<file path="config.mk">
export PLATFORM = sky130hd
export DESIGN_NAME = interval_digit_group_parser
export DESIGN_NICKNAME = d
export VERILOG_FILES = /design/src/rtl/core/idgp_pkg.sv /design/src/rtl/core/idgp_ctrl.sv /design/src/rtl/core/idgp_datapath.sv /design/src/rtl/core/interval_digit_group_parser.sv
export VERILOG_INCLUDE_DIRS = /design/src /design/src/rtl/core
export SDC_FILE = /design/constraint.sdc
export NUM_CORES = 1
export LEC_CHECK = 0
export BUFFER_PORTS_ARGS = -buffer_cell sky130_fd_sc_hd__buf_4
export CAP_MARGIN = 10
export CORE_ASPECT_RATIO = 1.25
export CORE_MARGIN = 2
export CORE_UTILIZATION = 55
export DETAILED_ROUTE_END_ITERATION = 7
export PLACE_DENSITY = 0.72
export SLEW_MARGIN = 20
export SYNTH_ARGS = -nofsm -noshare
export SYNTH_HDL_FRONTEND = slang
export SYNTH_HIERARCHICAL = 1
export SYNTH_SLANG_ARGS = --single-unit
export TNS_END_PERCENT = 5
</file>
<file path="constraint.sdc">
create_clock -name clk -period 10.3 [get_ports clk]
set_input_delay 2.575 -clock clk [delete_from_list [all_inputs] [get_ports clk]]
set_output_delay 2.575 -clock clk [all_outputs]
set_load 0.1 [all_outputs]
</file>
<file path="src/rtl/core/interval_digit_group_parser_macros.svh">
// Assertion macros shared by the parser RTL.
`ifndef INTERVAL_DIGIT_GROUP_PARSER_MACROS_SVH
`define INTERVAL_DIGIT_GROUP_PARSER_MACROS_SVH

// Check in the same cycle.
`define IDGP_ASSERT_NOW(lbl, ante, cons, msg) \
  lbl: assert property (@(posedge clk) disable iff (!rst_n) (ante) |-> (cons)) \
    else $error(msg);

// Check in the next cycle.
`define IDGP_ASSERT_NXT(lbl, ante, cons, msg) \
  lbl: assert property (@(posedge clk) disable iff (!rst_n) (ante) |=> (cons)) \
    else $error(msg);

`endif

</file>
<file path="src/rtl/core/idgp_pkg.sv">
package idgp_pkg;

  localparam int CFG_IDX_W  = 2;
  localparam int CFG_DATA_W = 3;

  localparam logic [CFG_IDX_W-1:0] CFG_FIELD_COUNT = 2'd0;
  localparam logic [CFG_IDX_W-1:0] CFG_MICRO_MODE  = 2'd1;

  localparam logic [2:0] FIELD_COUNT_RST = 3'd5;

  localparam logic [7:0] ASCII_ZERO = 8'h30;
  localparam logic [7:0] ASCII_NINE = 8'h39;
  localparam logic [2:0] MICRO_DIGITS = 3'd6;
  localparam logic [2:0] DIGITS_SAT   = 3'd7;

  typedef enum logic [1:0] {
    PH_LEAD,
    PH_GROUP,
    PH_BETWEEN,
    PH_DONE
  } phase_t;

  typedef enum logic [1:0] {
    ST_IDLE,
    ST_CLOSE,
    ST_EMIT
  } ctl_state_t;

  typedef struct packed {
    logic accept;
    logic close_step;
    logic emit;
  } idgp_cmd_t;

  typedef struct packed {
    logic close_req;
    logic eos_in;
    logic eos_held;
    logic scale_need;
    logic out_free;
    logic emit_last;
  } idgp_sts_t;

endpackage

</file>
<file path="src/rtl/core/idgp_ctrl.sv">
module idgp_ctrl (
  input  logic               clk,
  input  logic               rst_n,
  input  logic               in_tvalid,
  output logic               in_tready,
  input  idgp_pkg::idgp_sts_t sts,
  output idgp_pkg::idgp_cmd_t cmd
);

  idgp_pkg::ctl_state_t state_r;
  idgp_pkg::ctl_state_t state_nxt;

  always_ff @(posedge clk) begin
    if (!rst_n) begin
      state_r <= idgp_pkg::ST_IDLE;
    end else begin
      state_r <= state_nxt;
    end
  end

  always_comb begin
    state_nxt = state_r;
    unique case (state_r)
      idgp_pkg::ST_IDLE: begin
        if (in_tvalid) begin
          if (sts.close_req) begin
            state_nxt = idgp_pkg::ST_CLOSE;
          end else if (sts.eos_in) begin
            state_nxt = idgp_pkg::ST_EMIT;
          end
        end
      end
      idgp_pkg::ST_CLOSE: begin
        if (!sts.scale_need) begin
          state_nxt = sts.eos_held ? idgp_pkg::ST_EMIT : idgp_pkg::ST_IDLE;
        end
      end
      idgp_pkg::ST_EMIT: begin
        if (sts.out_free && sts.emit_last) begin
          state_nxt = idgp_pkg::ST_IDLE;
        end
      end
      default: state_nxt = idgp_pkg::ST_IDLE;
    endcase
  end

  always_comb begin
    in_tready      = 1'b0;
    cmd.accept     = 1'b0;
    cmd.close_step = 1'b0;
    cmd.emit       = 1'b0;
    unique case (state_r)
      idgp_pkg::ST_IDLE: begin
        in_tready  = 1'b1;
        cmd.accept = in_tvalid;
      end
      idgp_pkg::ST_CLOSE: begin
        cmd.close_step = 1'b1;
      end
      idgp_pkg::ST_EMIT: begin
        cmd.emit = sts.out_free;
      end
      default: begin
        in_tready = 1'b0;
      end
    endcase
  end

endmodule

</file>
<file path="src/rtl/core/idgp_datapath.sv">
module idgp_datapath #(
  parameter int MAX_FIELDS = 5,
  parameter int GW = 3
) (
  input  logic                clk,
  input  logic                rst_n,
  input  logic [GW-1:0]       field_cnt,
  input  logic                micro_mode,
  input  logic [7:0]          char_code,
  input  logic                no_char,
  input  logic                end_of_string,
  input  idgp_pkg::idgp_cmd_t cmd,
  output idgp_pkg::idgp_sts_t sts,
  output logic                out_valid,
  input  logic                out_ready,
  output logic [2:0]          out_field_index,
  output logic [63:0]         out_field_value,
  output logic                out_bad_format,
  output logic                out_last_field
);

  localparam int KW = (MAX_FIELDS > 1) ? $clog2(MAX_FIELDS) : 1;
  localparam int XW = GW + 1;

  idgp_pkg::phase_t phase_r, phase_nxt, phase_chr;
  logic [63:0]      acc_r, acc_nxt;
  logic [2:0]       digits_r, digits_nxt;
  logic [GW-1:0]    grp_r, grp_nxt;
  logic             err_r, err_nxt;
  logic [KW-1:0]    k_r, k_nxt;
  logic             eos_r, at_end_r;
  logic             out_valid_r, out_valid_nxt;
  logic [63:0]      pv_r [MAX_FIELDS];

  logic [2:0]       oidx_r;
  logic [63:0]      oval_r;
  logic             obad_r, olast_r;

  logic             has_char, is_dig, char_close;
  logic [63:0]      mul10, digit_ext;
  logic             last_grp, pv_we;
  logic [XW-1:0]    off, kx, diff;
  logic             aligned, rd_sel;
  logic [KW-1:0]    rd_idx;
  logic [63:0]      rd_val;

  assign has_char  = !no_char;
  assign is_dig    = has_char && (char_code >= idgp_pkg::ASCII_ZERO)
                     && (char_code <= idgp_pkg::ASCII_NINE);
  assign digit_ext = {60'd0, char_code[3:0]};
  assign mul10     = {acc_r[60:0], 3'b000} + {acc_r[62:0], 1'b0};
  assign char_close = has_char && !is_dig && (phase_r == idgp_pkg::PH_GROUP);

  assign last_grp = (XW'(grp_r) + XW'(1)) == XW'(field_cnt);
  assign sts.scale_need = micro_mode && (last_grp || at_end_r)
                          && (digits_r < idgp_pkg::MICRO_DIGITS);
  assign sts.eos_in   = end_of_string;
  assign sts.eos_held = eos_r;
  assign sts.out_free = !out_valid_r || out_ready;

  assign kx  = XW'(k_r);
  assign off = XW'(field_cnt) - XW'(grp_r);
  assign diff = kx - off;
  assign sts.emit_last = (kx + XW'(1)) == XW'(field_cnt);
  assign aligned = (phase_r == idgp_pkg::PH_DONE) || (grp_r >= field_cnt);

  always_comb begin
    rd_idx = k_r;
    rd_sel = 1'b1;
    if (!aligned) begin
      if (kx >= off) begin
        rd_idx = diff[KW-1:0];
      end else begin
        rd_sel = 1'b0;
      end
    end
  end

  assign rd_val = rd_sel ? pv_r[rd_idx] : 64'd0;

  // phase after the character alone; a closing group still reads as open
  always_comb begin
    phase_chr = phase_r;
    case (phase_r)
      idgp_pkg::PH_LEAD: if (is_dig) phase_chr = idgp_pkg::PH_GROUP;
      idgp_pkg::PH_BETWEEN: begin
        if (is_dig) begin
          phase_chr = (grp_r >= field_cnt) ? idgp_pkg::PH_DONE : idgp_pkg::PH_GROUP;
        end
      end
      default: phase_chr = phase_r;
    endcase
  end

  assign sts.close_req = (phase_chr == idgp_pkg::PH_GROUP) && (char_close || end_of_string);

  always_comb begin
    phase_nxt     = phase_r;
    acc_nxt       = acc_r;
    digits_nxt    = digits_r;
    grp_nxt       = grp_r;
    err_nxt       = err_r;
    k_nxt         = k_r;
    pv_we         = 1'b0;
    out_valid_nxt = out_valid_r;
    if (out_ready) begin
      out_valid_nxt = 1'b0;
    end
    if (cmd.accept) begin
      phase_nxt = phase_chr;
      case (phase_r)
        idgp_pkg::PH_LEAD: begin
          if (is_dig) begin
            grp_nxt    = '0;
            acc_nxt    = digit_ext;
            digits_nxt = 3'd1;
          end
        end
        idgp_pkg::PH_GROUP: begin
          if (is_dig) begin
            acc_nxt = mul10 + digit_ext;
            if (digits_r < idgp_pkg::DIGITS_SAT) begin
              digits_nxt = digits_r + 3'd1;
            end
          end
        end
        idgp_pkg::PH_BETWEEN: begin
          if (is_dig) begin
            if (grp_r >= field_cnt) begin
              err_nxt = 1'b1;
            end else begin
              acc_nxt    = digit_ext;
              digits_nxt = 3'd1;
            end
          end
        end
        default: begin
          if (is_dig) err_nxt = 1'b1;
        end
      endcase
    end else if (cmd.close_step) begin
      if (sts.scale_need) begin
        acc_nxt    = mul10;
        digits_nxt = digits_r + 3'd1;
      end else begin
        pv_we      = grp_r < field_cnt;
        grp_nxt    = grp_r + GW'(1);
        acc_nxt    = '0;
        digits_nxt = '0;
        phase_nxt  = last_grp || (grp_r >= field_cnt) ? idgp_pkg::PH_DONE
                                                      : idgp_pkg::PH_BETWEEN;
      end
    end else if (cmd.emit) begin
      out_valid_nxt = 1'b1;
      if (sts.emit_last) begin
        k_nxt      = '0;
        grp_nxt    = '0;
        acc_nxt    = '0;
        digits_nxt = '0;
        err_nxt    = 1'b0;
        phase_nxt  = idgp_pkg::PH_LEAD;
      end else begin
        k_nxt = k_r + KW'(1);
      end
    end
  end

  always_ff @(posedge clk) begin
    if (!rst_n) begin
      phase_r     <= idgp_pkg::PH_LEAD;
      acc_r       <= '0;
      digits_r    <= '0;
      grp_r       <= '0;
      err_r       <= 1'b0;
      k_r         <= '0;
      eos_r       <= 1'b0;
      at_end_r    <= 1'b0;
      out_valid_r <= 1'b0;
    end else begin
      phase_r     <= phase_nxt;
      acc_r       <= acc_nxt;
      digits_r    <= digits_nxt;
      grp_r       <= grp_nxt;
      err_r       <= err_nxt;
      k_r         <= k_nxt;
      out_valid_r <= out_valid_nxt;
      if (cmd.accept) begin
        eos_r    <= end_of_string;
        at_end_r <= !char_close;
      end
    end
  end

  always_ff @(posedge clk) begin
    if (!rst_n) begin
      for (int i = 0; i < MAX_FIELDS; i++) begin
        pv_r[i] <= '0;
      end
    end else if (cmd.emit && sts.emit_last) begin
      for (int i = 0; i < MAX_FIELDS; i++) begin
        pv_r[i] <= '0;
      end
    end else if (pv_we) begin
      pv_r[grp_r[KW-1:0]] <= acc_r;
    end
  end

  always_ff @(posedge clk) begin
    if (cmd.emit) begin
      oidx_r  <= 3'(k_r);
      oval_r  <= rd_val;
      obad_r  <= err_r;
      olast_r <= sts.emit_last;
    end
  end

  assign out_valid       = out_valid_r;
  assign out_field_index = oidx_r;
  assign out_field_value = oval_r;
  assign out_bad_format  = obad_r;
  assign out_last_field  = olast_r;

endmodule

</file>
<file path="src/rtl/core/interval_digit_group_parser.sv">
// One character word per cycle when idle; a character that ends a group adds a close
// step; in micro mode the final group is multiplied by ten until it has six digits.
// At end of string: close step if a group is open, then one result word per cycle while
// the output is free, field_count words; first word shows in the cycle after its load.
// Synchronous active-low reset clears the parser and sets field_count 5, micro_mode 0.
`include "interval_digit_group_parser_macros.svh"

module interval_digit_group_parser #(
  parameter int MAX_FIELDS = 5
) (
  input  logic                           clk,
  input  logic                           rst_n,
  input  logic                           in_tvalid,
  output logic                           in_tready,
  input  logic [7:0]                     in_tdata,  // char_code
  input  logic                           in_tuser,  // no_char
  input  logic                           in_tlast,  // end_of_string
  output logic                           out_tvalid,
  input  logic                           out_tready,
  output logic [71:0]                    out_tdata, // field_index, field_value, zero pad
  output logic                           out_tuser, // bad_format
  output logic                           out_tlast, // last_field
  input  logic                           cfg_valid,
  output logic                           cfg_ready,
  input  logic [idgp_pkg::CFG_IDX_W-1:0]  cfg_index,
  input  logic [idgp_pkg::CFG_DATA_W-1:0] cfg_data
);

  localparam int GW = $clog2(MAX_FIELDS + 1);

  logic [2:0]          field_count_r;
  logic                micro_mode_r;
  logic [GW-1:0]       field_cnt;
  idgp_pkg::idgp_cmd_t cmd;
  idgp_pkg::idgp_sts_t sts;
  logic [2:0]          fidx;
  logic [63:0]         fval;

  assign cfg_ready = 1'b1;

  always_ff @(posedge clk) begin
    if (!rst_n) begin
      field_count_r <= idgp_pkg::FIELD_COUNT_RST;
      micro_mode_r  <= 1'b0;
    end else if (cfg_valid) begin
      unique case (cfg_index)
        idgp_pkg::CFG_FIELD_COUNT: field_count_r <= cfg_data;
        idgp_pkg::CFG_MICRO_MODE:  micro_mode_r  <= cfg_data[0];
        default: ;
      endcase
    end
  end

  always_comb begin
    if (field_count_r == 3'd0) begin
      field_cnt = GW'(1);
    end else if (32'(field_count_r) > MAX_FIELDS) begin
      field_cnt = GW'(MAX_FIELDS);
    end else begin
      field_cnt = GW'(field_count_r);
    end
  end

  idgp_ctrl u_ctrl (
    .clk       (clk),
    .rst_n     (rst_n),
    .in_tvalid (in_tvalid),
    .in_tready (in_tready),
    .sts       (sts),
    .cmd       (cmd)
  );

  idgp_datapath #(
    .MAX_FIELDS (MAX_FIELDS),
    .GW         (GW)
  ) u_dp (
    .clk             (clk),
    .rst_n           (rst_n),
    .field_cnt       (field_cnt),
    .micro_mode      (micro_mode_r),
    .char_code       (in_tdata),
    .no_char         (in_tuser),
    .end_of_string   (in_tlast),
    .cmd             (cmd),
    .sts             (sts),
    .out_valid       (out_tvalid),
    .out_ready       (out_tready),
    .out_field_index (fidx),
    .out_field_value (fval),
    .out_bad_format  (out_tuser),
    .out_last_field  (out_tlast)
  );

  assign out_tdata = {5'd0, fval, fidx};

  `IDGP_ASSERT_NXT(a_eos_blocks_input, in_tvalid && in_tready && in_tlast, !in_tready, "input taken during result run")
  `IDGP_ASSERT_NOW(a_last_index, out_tvalid && out_tlast, out_tdata[2:0] == 3'(field_cnt - GW'(1)), "last word index mismatch")
  `IDGP_ASSERT_NXT(a_run_continues, out_tvalid && out_tready && !out_tlast, out_tvalid && (out_tdata[2:0] == 3'($past(out_tdata[2:0]) + 3'd1)), "result run broken")

endmodule
</file>
======== Yosys cells after proc, flatten, opt, wreduce, memory -nomap -nowiden ========
Memory sizes are Yosys's and may differ from the RTL's. A register that Yosys moved wholly into a read port is not among the register bits.
Index checks and enable logic that the tools add are counted.
storage, ports and cells
  bits in registers ....................... 90
  bits in writable memories ............... 320
  input port bits ......................... 20
  output and inout bits ................... 77
  logic and storage cells ................. 188
  memories ................................ 1
memory list
  memory     words  bits a word  read ports  clocked after memory_dff  write ports  RTL line             text
  u_dp.pv_r  5      64           1           1                         5            idgp_datapath.sv:33  logic [63:0] pv_r [MAX_FIELDS];
operators by class
  add/subtract/negate cells ............... 9
  $lt $le $gt $ge ......................... 8
  equal/unequal tests ..................... 25
  multiplexer cells ....................... 85
  bitwise operators ....................... 7
  reduce and logical (&&, ||, !) cells .... 38
operators by type and width
  operator                                                                              number
  64-bit 2-to-1 mux                                                                     15
  64-bit one-hot mux with 3 select lines                                                1
  64-bit by 4-bit adder with 64-bit output                                              1
  64-bit adder                                                                          1
  64-bit OR reduction                                                                   1
  3-bit 2-to-1 mux                                                                      21
  1-bit 2-to-1 mux                                                                      30
  2-bit 2-to-1 mux                                                                      14
  3-bit by 2-bit inequality test with 1-bit output (second input constant)              4
  3-bit inequality test (second input constant)                                         4
  3-bit by 1-bit adder with 3-bit output (second input constant)                        3
  1-bit logical AND                                                                     9
  3-bit one-hot mux with 3 select lines                                                 1
  3-bit by 1-bit adder with 4-bit output (second input constant)                        2
  2-bit by 1-bit == test with 1-bit output (second input constant)                      4
  4-bit by 3-bit == test with 1-bit output                                              2
  8-bit by 6-bit greater-or-equal comparator with 1-bit output (second input constant)  1
  8-bit by 6-bit less-or-equal comparator with 1-bit output (second input constant)     1
  2-bit by 1-bit inequality test with 1-bit output (second input constant)              4
  8-bit AND reduction                                                                   1
  7-bit AND reduction                                                                   1
  2-bit == test (second input constant)                                                 3
  2-bit zero test                                                                       3
  3-bit less-than comparator (second input constant)                                    2
  other kinds (24)                                                                      43

======== Longest topological paths before layout ========
  depth in word-level cells ............... 16
  mapped depth ............................ 19
  gate-level depth less buffers ........... 17

======== Modules after synthesis ========
Netlist, hierarchy kept.
modules (own cells, without submodules)
  module                       instances  cells each  area an instance (sq um)  sequential area each (sq um)
  idgp_datapath                1          2666        33125.5                   19028.2
  interval_digit_group_parser  1          30          260.2                     80.1
  idgp_ctrl                    1          15          135.1                     40.0

======== Worst setup path after synthesis ========
Ideal clock, no wire load.
  path type ............................... input port to flip-flop
  start ................................... input out_tready
  end ..................................... memory u_dp.pv_r[4][0], enable pin
  setup time .............................. 0.574 ns
  data arrival time ....................... 8.881 ns
  required time ........................... 9.726 ns
  slack ................................... 0.845 ns
  stages on the path ...................... 8
  path buffers ............................ 1
  path through ............................ nand2b_1 > and3b_2 > a21oi_1 > inv_1 > nor3_1 > nand2b_1 > clkbuf_1 > o21ai_0
RTL lines
  element      RTL line                           text
  from (decl)  interval_digit_group_parser.sv:19  input logic out_tready,
  to (decl)    idgp_datapath.sv:33

======== Final worst setup path ========
  start ................................... input in_tdata[1]
  end ..................................... register u_dp.acc_r[59]
on the way
  longest elaborated chain between the ends .. 5
  elaborated cells between the ends (all ways) .. 12
  classes of those cells .................. add/sub: 1; order compare: 2; eq/ne: 3; mux: 3; reduce/logical: 3
ends and longest elaborated chain
  element                                                                                           RTL line                           text
  from (decl)                                                                                       interval_digit_group_parser.sv:15  input logic [7:0] in_tdata,
  parallel branches: the longest is 5 deep, another holds 64-bit by 4-bit adder with 64-bit output  -
  to (signal assigned)                                                                              idgp_datapath.sv:181               acc_r <= acc_nxt;
  to (decl)                                                                                         idgp_datapath.sv:26                logic [63:0] acc_r, acc_nxt;
Several ways; the timed one is not identified. The select of a mux whose other input is x is not followed.
A chain may end at the register's enable or synchronous reset.

==> flow_metrics.env <==
export IMPL_synth_compound_area_share=0.0988
export IMPL_ctsLongestPathBuffers=3
export IMPL_num_nets_final=2838
export IMPL_grt_overflow_total=0
export IMPL_numCtsBuffers=67
export IMPL_cts_htree_levels=3
export IMPL_post_route_cells_drive_above_1_share=0.151
export IMPL_floorplan_die_area_um2=63000
export IMPL_finalCriticalPeriod_ps=7190
export IMPL_power_density_nw_per_um2=176
export IMPL_drtIter0Drc=2379
export IMPL_floorplan_initialDensity=0.554
export IMPL_cts_hold_buffers_added=0
export IMPL_setup_worst_path_class="in2reg"
export IMPL_initial_antenna_violation_count=2
export IMPL_min_delay_path_depth=0
export IMPL_num_io_pins=97
export IMPL_synth_top_family_by_area="simple AND/OR/NAND/NOR gates"
export IMPL_synth_instances=2711
export IMPL_dieWidth_um=225
export IMPL_num_rows=101
export IMPL_drcViolationCount=0
export IMPL_mappedNetlistArea_um2=33500
export IMPL_final_hold_violation_count=0
export IMPL_dpl_hpwl_um=56200
export IMPL_groute_usage_overall=0.287
export IMPL_r2r_start="field_count_r[2]"
export IMPL_postSynth_asyncResetShare=0
export IMPL_layout_area_overhead_vs_synth_pct=10.8
export IMPL_worstHoldEndpoint="u_dp/out_bad_format"
export IMPL_ir_drop_mv=0.0957
export IMPL_simple_gate_share_of_the_synthesized_area=0.160
export IMPL_clk_insertion_delay_late_ps=610
export IMPL_layout_core_utilization=0.614
export IMPL_period_share=0.698
export IMPL_yosys_warnings=6
export IMPL_timing_clock_skew_ps=21.8
export IMPL_synth_flop_cell="sky130_fd_sc_hd__edfxtp_1"
export IMPL_port_buffers=90
export IMPL_leak_nw=13.2
export IMPL_synth_edff_count=581
export IMPL_global_route_wire_length_before_repair_um=137000
export IMPL_grt_max_degree=129
export IMPL_critical_path_startpoint_type="input port"
export IMPL_synth_xor_xnor_area_share=0.0251
export IMPL_crit_reg2reg_capture="u_dp/out_field_value[59]"
export IMPL_antenna_left=0
export IMPL_crit_path_max_fanout=7
export IMPL_synth_sequential_area_ratio=0.571
export IMPL_tritoncts="done"
export IMPL_hold_start="u_dp/err_r"
export IMPL_setup_worst_path_end_class="flop"
export IMPL_setup_repair_after_global_routing_missed_its_margin="no"
export IMPL_worst_hold_path_type="reg2reg"
export IMPL_cts_root_buf="sky130_fd_sc_hd__clkbuf_16"
export IMPL_run_status="finished clean"
export IMPL_clock_fmax_mhz=139
export IMPL_clkSinkCount=666
export IMPL_critical_path_required_ps=10770
export IMPL_drv_cap=0
export IMPL_clk_pin_slew_ps=60
export IMPL_gp_congestion=0.949
export IMPL_worst_slew_margin_rel=0.218
export IMPL_totalNegativeSetupSlack_ps=0
export IMPL_syn_area_per_cell_um2=12.4
export IMPL_hold_slack_ps=455
export IMPL_firstDrtPassIters=5
export IMPL_critical_path_arrival_ps=7670
export IMPL_post_synth_mux_area_share=0.0906
export IMPL_finalSetupViolations=0
export IMPL_grt_pass1_vias=23600
export IMPL_core_area_um2=60500
export IMPL_r2r_cells=18
export IMPL_viasPerCell=6.52
export IMPL_route_vias_total=23300
export IMPL_tightestPinTransition_ps=1170
export IMPL_ctsResizeCount=0
export IMPL_wl_per_cell_um=25.3
export IMPL_regToRegSetupSlack_ps=3950
export IMPL_post_cts_setup_buffer_count=0
export IMPL_die_h_um=280
export IMPL_finalWirelength_um=90200
export IMPL_post_synth_fa_ha_maj_area_fraction=0.0299
export IMPL_slew_viol_final=0
export IMPL_yosys_register_bits=666
export IMPL_synth_cell_type_count=101
[per-layer routing]
metal | vias up | track usage | part of all wire
met5 | - | 0 | 0
met4 | 0 | 0.100 | 0.031
met3 | 172 | 0.0361 | 0.074
met2 | 1048 | 0.495 | 0.50
met1 | 11800 | 0.377 | 0.40
li1 | 10300 | - | -
[cell usage in the layout (no fill, tap or decap), types with 8 or more instances in the layout]
cell type	n
sky130_fd_sc_hd__a21o_1	26
sky130_fd_sc_hd__and3_1	11
sky130_fd_sc_hd__nor4_1	17
sky130_fd_sc_hd__inv_1	31
sky130_fd_sc_hd__o21ai_0	105
sky130_fd_sc_hd__a221oi_1	36
sky130_fd_sc_hd__a22oi_1	8
sky130_fd_sc_hd__edfxtp_1	581
sky130_fd_sc_hd__a31oi_1	8
sky130_fd_sc_hd__clkinv_2	12
sky130_fd_sc_hd__dfxtp_1	85
sky130_fd_sc_hd__nor2b_1	12
sky130_fd_sc_hd__nor2_1	143
sky130_fd_sc_hd__o21bai_1	8
sky130_fd_sc_hd__clkbuf_16	69
sky130_fd_sc_hd__clkinv_1	13
sky130_fd_sc_hd__nand4_1	43
sky130_fd_sc_hd__or3_1	12
sky130_fd_sc_hd__and2_1	326
sky130_fd_sc_hd__and4_1	10
sky130_fd_sc_hd__a21oi_1	184
sky130_fd_sc_hd__xnor2_1	59
sky130_fd_sc_hd__nand2b_1	12
sky130_fd_sc_hd__xor2_1	37
sky130_fd_sc_hd__o211ai_1	15
sky130_fd_sc_hd__nand3_1	39
sky130_fd_sc_hd__ha_1	72
sky130_fd_sc_hd__nor3_1	71
sky130_fd_sc_hd__buf_4	118
sky130_fd_sc_hd__nand2_1	256
sky130_fd_sc_hd__clkbuf_1	11
sky130_fd_sc_hd__a211oi_1	17
sky130_fd_sc_hd__mux2i_1	10
sky130_fd_sc_hd__mux4_2	128
sky130_fd_sc_hd__o21a_1	13
[registers in the layout, indices dropped and copies added (netlist names), 2 cells and up]
name,cells
u_dp/grp_r,3
u_dp/k_r,3
u_ctrl/state_r,2
u_dp/digits_r,3
field_count_r,3
u_dp/acc_r,64
u_dp/pv_r,512
u_dp/phase_r,2
u_dp/out_field_index,3
u_dp/out_field_value,64
[synthesized netlist by cell type (13+ instances only)]
cell type	instances	area (um^2)
sky130_fd_sc_hd__nand4_1	43	269
sky130_fd_sc_hd__nand3_1	39	195
sky130_fd_sc_hd__o21ai_0	109	546
sky130_fd_sc_hd__a21oi_1	186	931
sky130_fd_sc_hd__buf_2	16	80.1
sky130_fd_sc_hd__and2_1	327	2050
sky130_fd_sc_hd__o21a_1	13	97.6
sky130_fd_sc_hd__a221oi_1	36	315
sky130_fd_sc_hd__nor3_1	75	375
sky130_fd_sc_hd__buf_1	24	90.1
sky130_fd_sc_hd__nor4_1	17	106
sky130_fd_sc_hd__nor2_1	149	559
sky130_fd_sc_hd__dfxtp_1	85	1700
sky130_fd_sc_hd__clkbuf_1	111	417
sky130_fd_sc_hd__nand2_1	257	965
sky130_fd_sc_hd__xnor2_1	59	517
sky130_fd_sc_hd__ha_1	72	901
sky130_fd_sc_hd__o211ai_1	15	113
sky130_fd_sc_hd__mux4_2	128	2880
sky130_fd_sc_hd__a211oi_1	18	135
sky130_fd_sc_hd__edfxtp_1	581	17400
sky130_fd_sc_hd__a21o_1	26	195
sky130_fd_sc_hd__inv_1	31	116
sky130_fd_sc_hd__xor2_1	37	324
sky130_fd_sc_hd__nand2b_1	14	87.6
[stage by stage]
step / worst slack (ps) / cell area, um^2 / std cells / total power [mW]
after floorplan: 845 / 33500 / 2715 / 3.88
after global placement: 2540 / 34900 / 3442 / 4.11
after detailed placement: 2580 / 35000 / 3444 / 4.13
after CTS: 3210 / 37100 / 3566 / 6.55
after global routing: 2740 / 37100 / 3566 / 6.73
final: 3110 / 37100 / 3567 / 6.53
[power breakdown]
group	switching (mW)	internal, mW
Combinational	0.619	0.305
Sequential	0.125	3.04
Clock	1.04	1.40
Total	1.79	4.74
[cell families (layout without fill, tap and decap cells)]
group                    count (synthesis)  in the layout
AO/OA/AOI/OAI                          516            516
XOR/XNOR                                96             96
adder cells (fa/ha/maj)                 77             77
buffers and inverters                  198            277
AND/OR/NAND/NOR                       1013           1013
other                                    2              7
multiplexers                           143            143
flip-flops                             666            666
[how the worst max path moves through the flow]
| stage | startpoint | endpoint | cells past startpoint |
|---|---|---|---|
| 2_1_floorplan | out_tready | u_dp/pv_r[4][0] | 8 |
| 3_3_place_gp | in_tdata[1] | u_dp/acc_r[49] | 16 |
| 3_5_place_dp | in_tdata[1] | u_dp/acc_r[49] | 16 |
| 4_1_cts | in_tdata[1] | u_dp/acc_r[49] | 16 |
| 5_1_grt | in_tdata[1] | u_dp/acc_r[49] | 16 |
| 6_report | in_tdata[1] | u_dp/acc_r[59] | 15 |
[worst max-delay path, cell delays in order]
cell	delay, ps
sky130_fd_sc_hd__buf_4	90
sky130_fd_sc_hd__ha_1	160
sky130_fd_sc_hd__inv_1	50
sky130_fd_sc_hd__fa_1	420
sky130_fd_sc_hd__nor2b_1	140
sky130_fd_sc_hd__o21ai_0	160
sky130_fd_sc_hd__nor4b_1	570
sky130_fd_sc_hd__nand3_1	210
sky130_fd_sc_hd__nor3_1	470
sky130_fd_sc_hd__and4_1	350
sky130_fd_sc_hd__nand4_1	330
sky130_fd_sc_hd__nor4_1	900
sky130_fd_sc_hd__nor4b_2	860
sky130_fd_sc_hd__a2111o_1	270
sky130_fd_sc_hd__o211ai_1	90
[cell type report]
class	count	area, um^2
Fill cell	4602	23400
Sequential cell	666	19100
Multi-Input combinational cell	1851	13700
Clock buffer	81	1780
Timing Repair Buffer	122	981
Tap cell	772	966
Clock inverter	41	394
Inverter	33	124
Antenna cell	1	2.50
Power figures use the tool's default switching activity.
